==> config.mk <==
export PLATFORM = sky130hd
export DESIGN_NAME = seeded_crc32c_triple_hash_core
export DESIGN_NICKNAME = d
export VERILOG_FILES = /design/src/scrt_pkg.sv /design/src/scrt_front.sv /design/src/scrt_queue.sv /design/src/scrt_back.sv /design/src/seeded_crc32c_triple_hash_core.sv
export SDC_FILE = /design/constraint.sdc
export NUM_CORES = 2
export LEC_CHECK = 0
export BUFFER_PORTS_ARGS = -buffer_cell sky130_fd_sc_hd__buf_2
export CAP_MARGIN = 20
export CORE_MARGIN = 5
export CORE_UTILIZATION = 40
export CTS_CLUSTER_DIAMETER = 120
export DETAILED_ROUTE_END_ITERATION = 12
export HOLD_SLACK_MARGIN = 0.08
export PLACE_DENSITY = 0.58
export SYNTH_ARGS = -nofsm -noshare
export SYNTH_HDL_FRONTEND = slang
export SYNTH_SLANG_ARGS = --single-unit
==> constraint.sdc <==
create_clock -name clk -period 43.1 [get_ports clk]
set_clock_uncertainty 0.2 [all_clocks]
set_input_delay 4.31 -clock clk [delete_from_list [all_inputs] [get_ports clk]]
set_output_delay 4.31 -clock clk [all_outputs]
set_load 0.02 [all_outputs]
==> src/scrt_pkg.sv <==
// ----------------------------------------------------------------------------
// scrt_pkg: shared types and functions for the seeded crc32c triple hash
// Holds the field widths, the queue entry layout and the reflected
// Castagnoli CRC update used by the hash lanes.
// ----------------------------------------------------------------------------
`default_nettype none

package scrt_pkg;

  // field widths
  localparam int KEY_W   = 64;
  localparam int COUNT_W = 4;
  localparam int HASH_W  = 32;

  // defaults for the top-level parameters
  localparam int WORD_BYTES_DEF  = 8;
  localparam int QUEUE_DEPTH_DEF = 4;

  // reflected CRC-32C polynomial
  localparam logic [HASH_W-1:0] CASTAGNOLI_POLY = 32'h82F6_3B78;

  // one classified key word between front and back
  typedef struct packed {
    logic [KEY_W-1:0]   key_bytes;
    logic [COUNT_W-1:0] byte_count;  // already saturated to the word size
    logic               last_word;
    logic               key_start;   // first word of a key: reload lanes
    logic [HASH_W-1:0]  seed;        // seed register value, used at key start
  } entry_t;

  // queue status toward the front
  typedef struct packed {
    logic full;
    logic empty;
  } q_stat_t;

  // one byte through the reflected CRC, no inversion
  function automatic logic [HASH_W-1:0] crc_byte(input logic [HASH_W-1:0] crc_in,
                                                 input logic [7:0] data);
    logic [HASH_W-1:0] crc;
    crc = crc_in ^ {{(HASH_W-8){1'b0}}, data};
    for (int b = 0; b < 8; b++) begin
      crc = crc[0] ? ((crc >> 1) ^ CASTAGNOLI_POLY) : (crc >> 1);
    end
    return crc;
  endfunction

  // up to eight bytes, lowest first, only the first count bytes
  function automatic logic [HASH_W-1:0] crc_word(input logic [HASH_W-1:0] crc_in,
                                                 input logic [KEY_W-1:0] data,
                                                 input logic [COUNT_W-1:0] count);
    logic [HASH_W-1:0] crc;
    crc = crc_in;
    for (int i = 0; i < KEY_W / 8; i++) begin
      if (COUNT_W'(i) < count) begin
        crc = crc_byte(crc, data[8*i +: 8]);
      end
    end
    return crc;
  endfunction

endpackage

`default_nettype wire

==> src/scrt_front.sv <==
// ----------------------------------------------------------------------------
// scrt_front: input side of the triple hash
// Accepts key words, holds the seed register, marks key starts and
// saturates the byte count before handing words to the queue.
// ----------------------------------------------------------------------------
`default_nettype none

module scrt_front #(
  parameter int WORD_BYTES = scrt_pkg::WORD_BYTES_DEF
) (
  input  wire logic                          clk,
  input  wire logic                          rst_n,
  input  wire logic                          in_tvalid,
  output logic                               in_tready,
  input  wire logic [scrt_pkg::KEY_W-1:0]    in_key_bytes,
  input  wire logic [scrt_pkg::COUNT_W-1:0]  in_byte_count,
  input  wire logic                          in_last_word,
  input  wire logic                          cfg_wen,
  input  wire logic [scrt_pkg::HASH_W-1:0]   cfg_wdata,
  input  wire scrt_pkg::q_stat_t             q_stat,
  output logic                               push,
  output scrt_pkg::entry_t                   push_entry
);

  localparam logic [scrt_pkg::COUNT_W-1:0] MAX_COUNT = scrt_pkg::COUNT_W'(WORD_BYTES);

  logic [scrt_pkg::HASH_W-1:0] hash_seed_r, hash_seed_nxt;
  logic                        key_in_progress_r, key_in_progress_nxt;
  logic                        accept;

  // handshake toward the source
  assign in_tready = !q_stat.full;
  assign accept    = in_tvalid && in_tready;
  assign push      = accept;

  // classify the word
  always_comb begin
    push_entry.key_bytes  = in_key_bytes;
    push_entry.byte_count = (in_byte_count > MAX_COUNT) ? MAX_COUNT : in_byte_count;
    push_entry.last_word  = in_last_word;
    push_entry.key_start  = !key_in_progress_r;
    push_entry.seed       = hash_seed_r;
  end

  // seed register and key tracking
  always_comb begin
    hash_seed_nxt       = cfg_wen ? cfg_wdata : hash_seed_r;
    key_in_progress_nxt = key_in_progress_r;
    if (accept) begin
      key_in_progress_nxt = !in_last_word;
    end
  end

  always_ff @(posedge clk) begin
    if (!rst_n) begin
      hash_seed_r       <= '0;
      key_in_progress_r <= 1'b0;
    end else begin
      hash_seed_r       <= hash_seed_nxt;
      key_in_progress_r <= key_in_progress_nxt;
    end
  end

  // checks
  a_last_ends_key: assert property (@(posedge clk) disable iff (!rst_n)
    (accept && in_last_word) |=> !key_in_progress_r)
    else $error("key still in progress after last word");

  a_count_saturated: assert property (@(posedge clk) disable iff (!rst_n)
    push |-> (push_entry.byte_count <= MAX_COUNT))
    else $error("byte count above word size reached the queue");

  a_mid_key_start: assert property (@(posedge clk) disable iff (!rst_n)
    (accept && !in_last_word) |=> (push |-> !push_entry.key_start))
    else $error("key start flagged in the middle of a key");

endmodule

`default_nettype wire

==> src/scrt_queue.sv <==
// ----------------------------------------------------------------------------
// scrt_queue: short queue between front and back
// Register-based first-in first-out buffer; push and pop may happen in the
// same cycle, so a full stream passes at one word per cycle if the back pops.
// ----------------------------------------------------------------------------
`default_nettype none

module scrt_queue #(
  parameter int DEPTH = scrt_pkg::QUEUE_DEPTH_DEF
) (
  input  wire logic              clk,
  input  wire logic              rst_n,
  input  wire logic              push,
  input  wire scrt_pkg::entry_t  push_entry,
  input  wire logic              pop,
  output scrt_pkg::entry_t       pop_entry,
  output scrt_pkg::q_stat_t      q_stat
);

  localparam int PTR_W = (DEPTH > 1) ? $clog2(DEPTH) : 1;
  localparam int CNT_W = $clog2(DEPTH + 1);
  localparam logic [PTR_W-1:0] LAST_PTR = PTR_W'(DEPTH - 1);
  localparam logic [CNT_W-1:0] FULL_CNT = CNT_W'(DEPTH);

  scrt_pkg::entry_t  mem_r [DEPTH];
  logic [PTR_W-1:0]  wr_ptr_r, wr_ptr_nxt;
  logic [PTR_W-1:0]  rd_ptr_r, rd_ptr_nxt;
  logic [CNT_W-1:0]  count_r, count_nxt;

  assign q_stat.full  = (count_r == FULL_CNT);
  assign q_stat.empty = (count_r == '0);
  assign pop_entry    = mem_r[rd_ptr_r];

  // pointer and fill count update
  always_comb begin
    wr_ptr_nxt = wr_ptr_r;
    rd_ptr_nxt = rd_ptr_r;
    count_nxt  = count_r;
    if (push) begin
      wr_ptr_nxt = (wr_ptr_r == LAST_PTR) ? '0 : wr_ptr_r + PTR_W'(1);
    end
    if (pop) begin
      rd_ptr_nxt = (rd_ptr_r == LAST_PTR) ? '0 : rd_ptr_r + PTR_W'(1);
    end
    if (push && !pop) begin
      count_nxt = count_r + CNT_W'(1);
    end else if (pop && !push) begin
      count_nxt = count_r - CNT_W'(1);
    end
  end

  always_ff @(posedge clk) begin
    if (!rst_n) begin
      wr_ptr_r <= '0;
      rd_ptr_r <= '0;
      count_r  <= '0;
    end else begin
      wr_ptr_r <= wr_ptr_nxt;
      rd_ptr_r <= rd_ptr_nxt;
      count_r  <= count_nxt;
    end
  end

  // entry storage
  always_ff @(posedge clk) begin
    if (push) begin
      mem_r[wr_ptr_r] <= push_entry;
    end
  end

  // checks
  a_no_overflow: assert property (@(posedge clk) disable iff (!rst_n)
    push |-> (!q_stat.full || pop))
    else $error("push into full queue");

  a_no_underflow: assert property (@(posedge clk) disable iff (!rst_n)
    pop |-> !q_stat.empty)
    else $error("pop from empty queue");

  a_count_bound: assert property (@(posedge clk) disable iff (!rst_n)
    count_r <= FULL_CNT)
    else $error("queue fill count out of range");

endmodule

`default_nettype wire

==> src/scrt_back.sv <==
// ----------------------------------------------------------------------------
// scrt_back: hash lanes and result register
// Pops one word per cycle while not stalled, updates the three CRC-32C lanes
// through an unrolled byte network, and registers the hashes on a last word.
// ----------------------------------------------------------------------------
`default_nettype none

module scrt_back (
  input  wire logic                         clk,
  input  wire logic                         rst_n,
  input  wire scrt_pkg::q_stat_t            q_stat,
  input  wire scrt_pkg::entry_t             pop_entry,
  output logic                              pop,
  output logic                              out_tvalid,
  input  wire logic                         out_tready,
  output logic [scrt_pkg::HASH_W-1:0]       out_hash_from_seed,
  output logic [scrt_pkg::HASH_W-1:0]       out_hash_from_seed_next,
  output logic [scrt_pkg::HASH_W-1:0]       out_hash_from_seed_mix
);

  localparam int HW = scrt_pkg::HASH_W;

  logic [HW-1:0] lane_one_r, lane_two_r, lane_three_r;
  logic [HW-1:0] lane_one_nxt, lane_two_nxt, lane_three_nxt;
  logic [HW-1:0] base_one, base_two, base_three, seed_next;
  logic [HW-1:0] res_one_r, res_two_r, res_three_r;
  logic          out_valid_r, out_valid_nxt;

  // a last word waits only while an untaken result sits in the register
  assign pop = !q_stat.empty && (!pop_entry.last_word || !out_valid_r || out_tready);

  // lane start values or running values
  always_comb begin
    seed_next = pop_entry.seed + HW'(1);
    if (pop_entry.key_start) begin
      base_one   = pop_entry.seed;
      base_two   = seed_next;
      base_three = pop_entry.seed ^ seed_next;
    end else begin
      base_one   = lane_one_r;
      base_two   = lane_two_r;
      base_three = lane_three_r;
    end
    lane_one_nxt   = scrt_pkg::crc_word(base_one, pop_entry.key_bytes, pop_entry.byte_count);
    lane_two_nxt   = scrt_pkg::crc_word(base_two, pop_entry.key_bytes, pop_entry.byte_count);
    lane_three_nxt = scrt_pkg::crc_word(base_three, pop_entry.key_bytes,
                                        pop_entry.byte_count);
  end

  // result valid
  always_comb begin
    out_valid_nxt = out_valid_r && !out_tready;
    if (pop && pop_entry.last_word) begin
      out_valid_nxt = 1'b1;
    end
  end

  always_ff @(posedge clk) begin
    if (!rst_n) begin
      out_valid_r <= 1'b0;
    end else begin
      out_valid_r <= out_valid_nxt;
    end
  end

  // lane and result registers
  always_ff @(posedge clk) begin
    if (pop) begin
      lane_one_r   <= lane_one_nxt;
      lane_two_r   <= lane_two_nxt;
      lane_three_r <= lane_three_nxt;
    end
    if (pop && pop_entry.last_word) begin
      res_one_r   <= lane_one_nxt;
      res_two_r   <= lane_two_nxt;
      res_three_r <= lane_three_nxt;
    end
  end

  assign out_tvalid              = out_valid_r;
  assign out_hash_from_seed      = res_one_r;
  assign out_hash_from_seed_next = res_two_r;
  assign out_hash_from_seed_mix  = res_three_r;

  // checks
  a_result_shown: assert property (@(posedge clk) disable iff (!rst_n)
    (pop && pop_entry.last_word) |=> out_valid_r)
    else $error("last word processed but no result shown");

  a_inner_word_keeps_result: assert property (@(posedge clk) disable iff (!rst_n)
    (out_valid_r && !out_tready && !(pop && pop_entry.last_word)) |=> $stable(res_one_r))
    else $error("held result changed");

  a_held_result_blocks_last: assert property (@(posedge clk) disable iff (!rst_n)
    (out_valid_r && !out_tready) |-> !(pop && pop_entry.last_word))
    else $error("last word taken while a result is held");

endmodule

`default_nettype wire

==> src/seeded_crc32c_triple_hash_core.sv <==
// ----------------------------------------------------------------------------
// seeded_crc32c_triple_hash_core: three-lane seeded CRC-32C key hash
// Hashes a key streamed as words of up to eight bytes with three reflected
// Castagnoli CRC lanes started from seed, seed+1 and their XOR.
//
//   channel  dir  handshake          payload
//   in_      in   tvalid / tready    tdata: key_bytes, byte_count; tlast: last_word
//   out_     out  tvalid / tready    tdata: three 32-bit hashes
//   cfg_     in   wen                wdata: hash_seed
//
// One word per cycle while no held result blocks a last word. With an empty
// queue a last word is written to the queue storage, then its lane update goes
// into the result register. The unrolled eight-byte CRC network sets the rate.
// A stalled output holds one result while words keep flowing until the queue
// fills. Reset is synchronous and clears the seed, the key state and the queue;
// the hash seed is sampled at the first word of each key.
// ----------------------------------------------------------------------------
`default_nettype none

module seeded_crc32c_triple_hash_core #(
  parameter int WORD_BYTES  = scrt_pkg::WORD_BYTES_DEF,
  parameter int QUEUE_DEPTH = scrt_pkg::QUEUE_DEPTH_DEF
) (
  input  wire logic        clk,
  input  wire logic        rst_n,
  // input words
  input  wire logic        in_tvalid,
  output logic             in_tready,
  input  wire logic [71:0] in_tdata,   // key_bytes [63:0], byte_count [67:64], zero [71:68]
  input  wire logic        in_tlast,
  // results
  output logic             out_tvalid,
  input  wire logic        out_tready,
  output logic [95:0]      out_tdata,  // hash_from_seed, hash_from_seed_next, hash_from_seed_mix
  // seed register
  input  wire logic        cfg_wen,
  input  wire logic [31:0] cfg_wdata
);

  localparam int KW = scrt_pkg::KEY_W;
  localparam int CW = scrt_pkg::COUNT_W;
  localparam int HW = scrt_pkg::HASH_W;

  logic              push, pop;
  scrt_pkg::entry_t  push_entry, pop_entry;
  scrt_pkg::q_stat_t q_stat;
  logic [HW-1:0]     hash_one, hash_two, hash_three;

  scrt_front #(
    .WORD_BYTES (WORD_BYTES)
  ) u_front (
    .clk           (clk),
    .rst_n         (rst_n),
    .in_tvalid     (in_tvalid),
    .in_tready     (in_tready),
    .in_key_bytes  (in_tdata[KW-1:0]),
    .in_byte_count (in_tdata[KW+CW-1:KW]),
    .in_last_word  (in_tlast),
    .cfg_wen       (cfg_wen),
    .cfg_wdata     (cfg_wdata),
    .q_stat        (q_stat),
    .push          (push),
    .push_entry    (push_entry)
  );

  scrt_queue #(
    .DEPTH (QUEUE_DEPTH)
  ) u_queue (
    .clk        (clk),
    .rst_n      (rst_n),
    .push       (push),
    .push_entry (push_entry),
    .pop        (pop),
    .pop_entry  (pop_entry),
    .q_stat     (q_stat)
  );

  scrt_back u_back (
    .clk                     (clk),
    .rst_n                   (rst_n),
    .q_stat                  (q_stat),
    .pop_entry               (pop_entry),
    .pop                     (pop),
    .out_tvalid              (out_tvalid),
    .out_tready              (out_tready),
    .out_hash_from_seed      (hash_one),
    .out_hash_from_seed_next (hash_two),
    .out_hash_from_seed_mix  (hash_three)
  );

  // pack the result, first hash lowest
  assign out_tdata = {hash_three, hash_two, hash_one};

endmodule

`default_nettype wire

==> metrics list <==
- The longest clock path from root to sink contains 3 buffers.
- The final layout contains routed wiring with a total length of roughly 210 mm.
- The die is approximately 400 µm tall.
- In this run, synthesis produced a sequential element count of between 600 and 700.
- Portion of the post-synthesis area used by sequential elements: around 32%
- In this run, synthesis inferred 600 flip-flops with an integrated enable.
- YS warnings: 0
- Input and output buffers added on the ports amount to approximately 200.
- Post-route design area: between 60000 and 70000 µm²
- Via count: just under 40000
- Final Slew Violations: 0
* Startpoint-to-endpoint class of the critical path: reg2reg
* Cell Area, Synth: around 59000 µm²
- Ranked by total cell area, the synthesized netlist is headed by edfxtp_1 31%, xnor2_1 16%, xnor3_1 9.9%.
* Number of setup violations in the final report: 0
- Placed cells: 6968
* Die extent in x: around 400 µm
- For this design, the sink count on the clock tree is between 600 and 700.
- Endpoint required time on the critical path: approximately 43 ns
* Cell Area, Placed: around 60000 µm²
- Using the TritonRoute via totals, the vias-per-cell ratio works out to 5.53.
* Cell type with the highest aggregate area in the netlist: edfxtp_1
- Fraction of final layout cells sized beyond drive strength 1: ~17%
- Run status: finished, final reports clean
- Path type of the worst min-delay path: reg2reg
* Iter 0 DRT Violations: about 4000
* Number of nets still failing antenna checks after routing: 0
* Clock transition at path regs: roughly 0.060 ns
- After global routing the overflow that remains totals 0.
- Summed over its instances, the top area cell type makes up 30.6% of the synthesized netlist area.
- Area growth from synthesis to layout: 9.13%
* Max stage delay on crit path: approximately 1.1 ns
- Number of H-tree branching levels: 3
- For the final routed database, the setup TNS stands at 0 ns.
* Std-Cell Rows: 140
* Arrival time of the worst setup path: ~18 ns
- Remaining design rule violation count: 0
* Top Ports: roughly 210
- At the end of the flow, the number of nets in the layout was approximately 5200.
- For the worst-skew pair, the clock arrives at the later sink with an insertion delay of 0.70 ns.
- Counting distinct cell types in the post-synthesis netlist gives approximately 110.
- The number of antenna violations at the first check in global routing is 14.
- The worst setup path is captured at a register.
* Pin count of the biggest net entering global routing: 92
* Worst rel slew slack: between 10% and 20%
* Starting density of the core: about two fifths
- Syn_area_per_cell: 11.7 µm²
* Cell count of the worst hold path: 0
- At the pin with the least slew margin, the transition time is about 1.2 ns.
- Clock tree from TritonCTS: yes
- For this run, the leading register cell type out of synthesis is edfxtp_1.
- Static timing analysis puts the maximum clock frequency at around 0.055 GHz.
* Iteration count of the initial detailed-routing pass: 6
- The tree is rooted in a clkbuf_16.
- Hold violation count in the final report: 0
- Nets in the synthesized netlist: between 5000 and 6000
* Core region area: 146000 µm²
* Total Routing Usage GR: between 20% and 30%
- Final instance count without filler cells: slightly above 7000
* Total CTS buffers: 73
- Along the worst path, the maximum fanout reaches a little under 50.
* Top-count cell post-synth: xnor2_1
- Routed WL per cell: 29.1 µm
* Cell mode on critical path: xnor3_1
- Cells after synthesis: about 5000
- # Max-Cap Violations: 0
- The die covers around 150000 µm².
* CP max stage cell: mux4_4
* Reg2reg path depth: 38
- The first global-routing pass estimated 289 mm of wire.
* RSZ-0062 raised after global routing: false
- STA classifies the critical path startpoint as a register.
- Synth cell count leaders: 1090 x xnor2_1, 600 x edfxtp_1, 448 x xor2_1, 399 x nor2_1, 346 x a21oi_1
- CTS Hold Bufs: 0
- The number of gates resized after CTS was 0.
- The via count of the first global-routing pass was 37900.
- After layout, the worst path uses 42.4% of the clock period.
- The number of setup buffers added after CTS is 0.
* Final weighted congestion in routability-driven placement: 0.983
- The wire-length estimate of the detail-placed layout is 165 mm.
- In the synthesized netlist the async set-or-reset flop fraction comes to 0%.
- The clock period could shrink to approximately 18 ns.
[logic make-up after synthesis]
family                     share of synthesized area (%)
adders and majority gates                          0.204
DFF                                                 32.1
buffers and inverters                               2.42
xor gates and xnor gates                            41.8
and+or+nand+nor                                     6.65
AOI/OAI and AO/OA                                   7.52
muxes                                               9.27
[stage by stage]
| stage | util (%) | hold slack, ns | worst slack (ns) |
|---|---|---|---|
| after global routing | 44.0 | 0.317 | 24.36 |
| after CTS | 44.0 | 0.282 | 24.99 |
| after detailed placement | 42.2 | 0.294 | 25.10 |
| after global placement | 42.2 | 0.282 | 25.08 |
| after floorplan | - | 0.259 | 29.57 |
| final | 44.0 | 0.301 | 24.82 |
[layer usage]
metal  vias to the layer above  wire (µm)  part of all wire, %  track usage (%)
met5                         -         70                0.034                0
met4                         8       8690                  4.2             9.50
met3                       281      15900                  7.7             4.47
met2                      1608      94200                   46             40.9
met1                     19800      87800                   42             35.8
li1                      17700          -                    -                -
[layout by cell type, fill, tap and decap left out, drive strengths merged, types with 19 or more instances in the layout]
cell and n:
o21ai 285, inv 20, buf 281, clkinv 30, nor2b 47, xor3 64, dfxtp 43, nand2 335
clkbuf 91, a21oi 371, edfxtp 600, nand3 25, mux4 101, xnor3 269, mux2i 253, mux2 19
xnor2 1205, nor2 404, xor2 522
[area by class of cell]
cell class              instances  area, µm²
fillers                     13700      81700
multi-input cells            4109      38700
flip-flops and latches        643      18900
well taps                    1917       2400
clock buffers                  91       1890
repair buffers                281       1610
clock inverters                44        643
inverters                      18       67.6
diodes                          5       12.5
[final timing paths]
check | slack (ns) | startpoint | to
setup / recovery | 24.82 | register | u_back.out_hash_from_seed_mix[7]
hold / removal | 0.30 | u_front.hash_seed_r[24] | u_queue.mem_r[3][24]
setup reg to reg | 24.82 | register | u_back.out_hash_from_seed_mix[7]
hold reg to reg | 0.30 | u_front.hash_seed_r[24] | u_queue.mem_r[3][24]
[sequential cells by signal (all words and copies together) (netlist names), named ones only]
name	count
u_back.lane_one_r	32
u_back.lane_three_r	32
u_back.lane_two_r	32
u_back.out_hash_from_seed	32
u_back.out_hash_from_seed_mix	32
u_back.out_hash_from_seed_next	32
u_back.out_tvalid	1
u_front.hash_seed_r	32
u_front.key_in_progress_r	1
u_queue.count_r	3
u_queue.mem_r	408
u_queue.rd_ptr_r	2
u_queue.wr_ptr_r	2
[critical path: cells and delay by family (launching register included)]
kind                   cells  cell delay [ns]
XOR/XNOR                  26            10.80
multiplexers               6             3.57
AO/OA/AOI/OAI              4             1.62
flip-flops                 1             0.67
buffers and inverters      1             0.53
AND/OR/NAND/NOR            1             0.40
Power is not shown: default switching activity piles up to over one toggle a cycle in this logic, so the estimate is an artifact.
